[config.mk]
export PLATFORM = sky130hd
export DESIGN_NAME = hpl_ctrl
export DESIGN_NICKNAME = d
export VERILOG_FILES = /design/src/design/hpl_pkg.sv /design/src/design/hpl_ctrl.sv
export SDC_FILE = /design/constraint.sdc
export NUM_CORES = 1
export LEC_CHECK = 0
export BUFFER_PORTS_ARGS = -buffer_cell sky130_fd_sc_hd__buf_2
export CAP_MARGIN = 25
export CORE_AREA = 2 2 39 41
export CTS_BUF_LIST = sky130_fd_sc_hd__clkbuf_4 sky130_fd_sc_hd__clkbuf_8
export CTS_CLUSTER_SIZE = 12
export DETAILED_ROUTE_END_ITERATION = 8
export DIE_AREA = 0 0 41 43
export GPL_ROUTABILITY_DRIVEN = 0
export PLACE_DENSITY = 0.69
export REMOVE_ABC_BUFFERS = 1
export SETUP_SLACK_MARGIN = 0.5
export SYNTH_ARGS = -nofsm -noshare
export SYNTH_HDL_FRONTEND = slang
export SYNTH_SLANG_ARGS = --single-unit
[constraint.sdc]
create_clock -name clk -period 2.2 [get_ports clk]
set_clock_uncertainty 0.05 [all_clocks]
set_input_delay 0.44 -clock clk [delete_from_list [all_inputs] [get_ports clk]]
set_output_delay 0.44 -clock clk [all_outputs]
set_load 0.03 [all_outputs]
[src/design/hpl_pkg.sv]
package hpl_pkg;

  // pipeline depth, input register to output register
  localparam int STAGES = 13;

  // configuration register indexes
  localparam logic [2:0] REG_FREQ   = 3'd0;
  localparam logic [2:0] REG_HB     = 3'd1;
  localparam logic [2:0] REG_HM     = 3'd2;
  localparam logic [2:0] REG_MIN    = 3'd3;
  localparam logic [2:0] REG_SHADOW = 3'd4;

  // reset values
  localparam logic [10:0] FREQ_RST   = 11'd1800;
  localparam logic [14:0] HB_RST     = 15'd500;
  localparam logic [9:0]  HM_RST     = 10'd150;
  localparam logic [15:0] MIN_RST    = 16'd50;
  localparam logic [13:0] SHADOW_RST = 14'd2560;

  // log10(2) in q32
  localparam logic [30:0] LOG10_2_Q32 = 31'd1292913987;

  // reciprocal multipliers for divide by 100
  localparam logic [20:0] RECIP100_20 = 21'd1342178;   // 20-bit dividend, shift 27
  localparam logic [27:0] RECIP100_27 = 28'd171798692; // 27-bit dividend, shift 34

  // fraction of log2 from a q30 mantissa by repeated squaring
  function automatic logic [16:0] frac_sq(input longint unsigned m0);
    longint unsigned m;
    logic [16:0] r;
    m = m0;
    r = '0;
    for (int b = 15; b >= 0; b--) begin
      m = (m * m) >> 30;
      if (m >= (64'd1 << 31)) begin
        m = m >> 1;
        r[b] = 1'b1;
      end
    end
    return r;
  endfunction

endpackage

[src/design/hpl_ctrl.sv]
module hpl_ctrl (
  input  logic                        clk,
  input  logic                        rst,
  input  logic                        in_valid,
  output logic                        in_stall,
  output logic                        out_valid,
  input  logic                        out_stall,
  output logic [hpl_pkg::STAGES:1]    en
);

  logic [hpl_pkg::STAGES:1] vld;
  logic [hpl_pkg::STAGES:1] vld_next;

  // a stage loads when empty or when the one after it moves on
  always_comb begin
    en[hpl_pkg::STAGES] = !vld[hpl_pkg::STAGES] || !out_stall;
    for (int k = hpl_pkg::STAGES - 1; k >= 1; k--) begin
      en[k] = !vld[k] || en[k+1];
    end
  end

  always_comb begin
    vld_next[1] = en[1] ? in_valid : vld[1];
    for (int k = 2; k <= hpl_pkg::STAGES; k++) begin
      vld_next[k] = en[k] ? vld[k-1] : vld[k];
    end
  end

  always_ff @(posedge clk) begin
    if (rst) begin
      vld <= '0;
    end else begin
      vld <= vld_next;
    end
  end

  assign in_stall  = !en[1];
  assign out_valid = vld[hpl_pkg::STAGES];

endmodule

==> results.sh <==
export IMPL_critPathArrivalTime_ns=1.55
export IMPL_clk_latency_ns=0.27
export IMPL_start_util_pct=41.0
export IMPL_power_density_nw_per_um2=438
export IMPL_multi_input_area_um2=282
export IMPL_drt_pre_antenna_iters=4
export IMPL_fin_area_um2=906
export IMPL_placement_rows=14
export IMPL_htreeDepth=1
export IMPL_grt_antenna_before_repair=0
export IMPL_ys_async_sr_fraction_pct=0
export IMPL_slew_viol_final=0
export IMPL_dpl_cell_area_um2=667
export IMPL_synth_seq_cells=13
export IMPL_yosys_cell_count_top_type="dfxtp_1"
export IMPL_r2r_end="vld[1]$_SDFFE_PP0P_"
export IMPL_cts_tree="built"
export IMPL_clk_pin_slew_ns=0.08
export IMPL_min_path_type="primary input to register"
export IMPL_grt_setup_unrepaired="true"
export IMPL_global_route_overflow_total=0
export IMPL_worstSetupPathType="register to primary output"
export IMPL_min_period_ns=2.04
export IMPL_final_nets=103
export IMPL_crit_chain="and3_4, nand3_4, buf_4, or3_1, buf_6"
export IMPL_whs_path_depth=3
export IMPL_syn_to_final_growth_pct=59.5
export IMPL_cp_start_kind="register"
export IMPL_cts_sinks=13
export IMPL_fmax_mhz=491
export IMPL_status="complete, no violations"
export IMPL_first_global_vias=528
export IMPL_synth_distinct_cells=23
export IMPL_relSlewSlack_pct=82.1
export IMPL_cpLargestDelayFamily="simple AND/OR/NAND/NOR gates"
export IMPL_drive_gt1_share_pct=53.1
export IMPL_ys_warn_count=0
export IMPL_reg_largest_list="vld x13"
export IMPL_grt_pass1_wl_mm=2.26
export IMPL_wl_mm=1.46
export IMPL_worstRegToRegCells=6
export IMPL_synth_area_per_cell_um2=8.61
export IMPL_r2r_start="vld[8]$_SDFFE_PP0P_"
export IMPL_dp_hpwl_um=859
export IMPL_synth_ff_type="dfxtp_1"
export IMPL_fillerInstances=103
export IMPL_cts_buffers_inserted=3
export IMPL_grt_use_total_pct=19.4
export IMPL_netlist_area_um2=568
export IMPL_hold_viol=0
export IMPL_required_ns=1.71
export IMPL_regMostFlops="vld"
export IMPL_finalPower_w=0.000396
export IMPL_worstPathMaxFanout=4
export IMPL_whs_ns=0.315
export IMPL_area_sequential_um2=269
export IMPL_die_h_um=43
export IMPL_synth_edf_count=0
export IMPL_synth_top_cell_area_share_pct=45.8
export IMPL_crit_path_max_incr_delay_ns=0.35
export IMPL_yosysSeqAreaShare_pct=45.8
export IMPL_hold_end="vld[1]$_SDFFE_PP0P_"
export IMPL_clock_path_buffers=2
export IMPL_ioPinCount=19
export IMPL_yosys_top_cells_area="dfxtp_1 (46%), a21oi_1 (7.0%), inv_1 (5.3%)"
export IMPL_drv_cap=0
export IMPL_finalWorstSetupSlack_ns=0.164
export IMPL_via_per_inst=5.22
export IMPL_rrSetupSlack_ns=0.71
export IMPL_power_static_leakage_nw=0.363
export IMPL_cts_root_buf="clkbuf_4"
export IMPL_timing_final_crit_share_pct=92.5
export IMPL_largest_reg_flops=13
export IMPL_netlist_top_cells_count="dfxtp_1 (13), a21oi_1 (8), inv_1 (8)"
export IMPL_yosysTopAreaCell="dfxtp_1"
export IMPL_initialDrtViolationCount=12
export IMPL_insertedDiodeCount=0
export IMPL_ir_drop_mv=0.339
export IMPL_die_w_um=41
export IMPL_synthCells=66
export IMPL_worstSetupEndpointType="primary output"
export IMPL_wl_per_cell_um=12.8
export IMPL_die_area_um2=1760
export IMPL_pre_cts_ws_ns=0.156
export IMPL_path_buf_inv=2
export IMPL_worstSetupPathDepth=5
export IMPL_min_from="in_valid"
export IMPL_io_buffers=18
export IMPL_via_count=595
export IMPL_finalSetupViolations=0
export IMPL_slowest_stage="or3_1"
export IMPL_coreArea_um2=1380
export IMPL_drc=0
export IMPL_grt_max_degree=17
export IMPL_worstMarginPinSlew_ns=0.265
export IMPL_drt_antenna_violating_nets=0
-- worst reg2reg max path, cell delays in order, from the launching register on --
cell and delay [ns]:
dfxtp_2 0.34, and3_4 0.21, nand3_4 0.08, buf_4 0.15, buf_6 0.11, buf_6 0.12, o41ai_1 0.33
-- how the worst max path moves through the flow --
stage                         startpoint        to  slack (ns)
finish               vld[8]$_SDFFE_PP0P_     en[4]        0.16
global route         vld[8]$_SDFFE_PP0P_     en[4]        0.12
CTS                  vld[7]$_SDFFE_PP0P_     en[1]        0.18
detailed placement             out_stall     en[1]        0.16
global placement               out_stall     en[1]        0.16
floorplan           vld[13]$_SDFFE_PP0P_  in_stall       -0.49
-- routing by layer --
layer / global-route usage, % / up-vias / routed length [µm]
met5: 0 / - / 0
met4: 12.0 / 0 / 19
li1: - / 290 / -
met2: 30.3 / 20 / 758
met1: 23.3 / 283 / 622
met3: 3.14 / 2 / 62
-- cell usage in the layout (no fill, tap or decap), types with 2 or more instances in the layout --
cell,instances
buf_6,14
buf_4,12
inv_1,8
a21oi_1,8
nand2_1,7
dfxtp_2,7
buf_2,6
dfxtp_1,6
nor2_1,4
nand4_1,3
nand2b_1,3
clkbuf_4,3
and3_4,2
or4_4,2
o41ai_1,2
-- cell families (layout without fill, tap and decap cells) --
family / Yosys count / count (layout) / synth area share (%)
AOI/OAI and AO/OA: 12 / 12 / 13.0
DFF: 13 / 13 / 45.8
and+or+nand+nor: 29 / 29 / 30.0
buffers and inverters: 12 / 44 / 11.2
-- cell type report --
cell class	count	area share (%)
clock buffer	3	2.49
sequential	13	29.7
multi-input combinational	41	31.1
timing repair buffer	32	30.7
tap	16	2.21
clock inverter	1	0.552
inverter	8	3.31
-- metrics by stage --
step                cells  util [%]  TNS (ns)
floorplan              62         -    -0.720
global placement       99      48.2         0
detailed placement     99      48.2         0
CTS                   111      61.8         0
global route          114      65.5         0
finish                114      65.5         0
-- timing repair --
item,CTS,global route
setup buffers,8,3
gates resized for setup,32,11
hold buffers,0,0
pin swaps,7,3
setup endpoints to repair,13,13
-- where the power goes --
group	leakage [nW]	total, W	internal, W	switching, W
Sequential	0.109	0.000240	0.000238	0.00000215
Combinational	0.236	0.0000117	0.00000464	0.00000707
Clock	0.0177	0.000145	0.0000673	0.0000774
(Power assumes the default switching activity.)
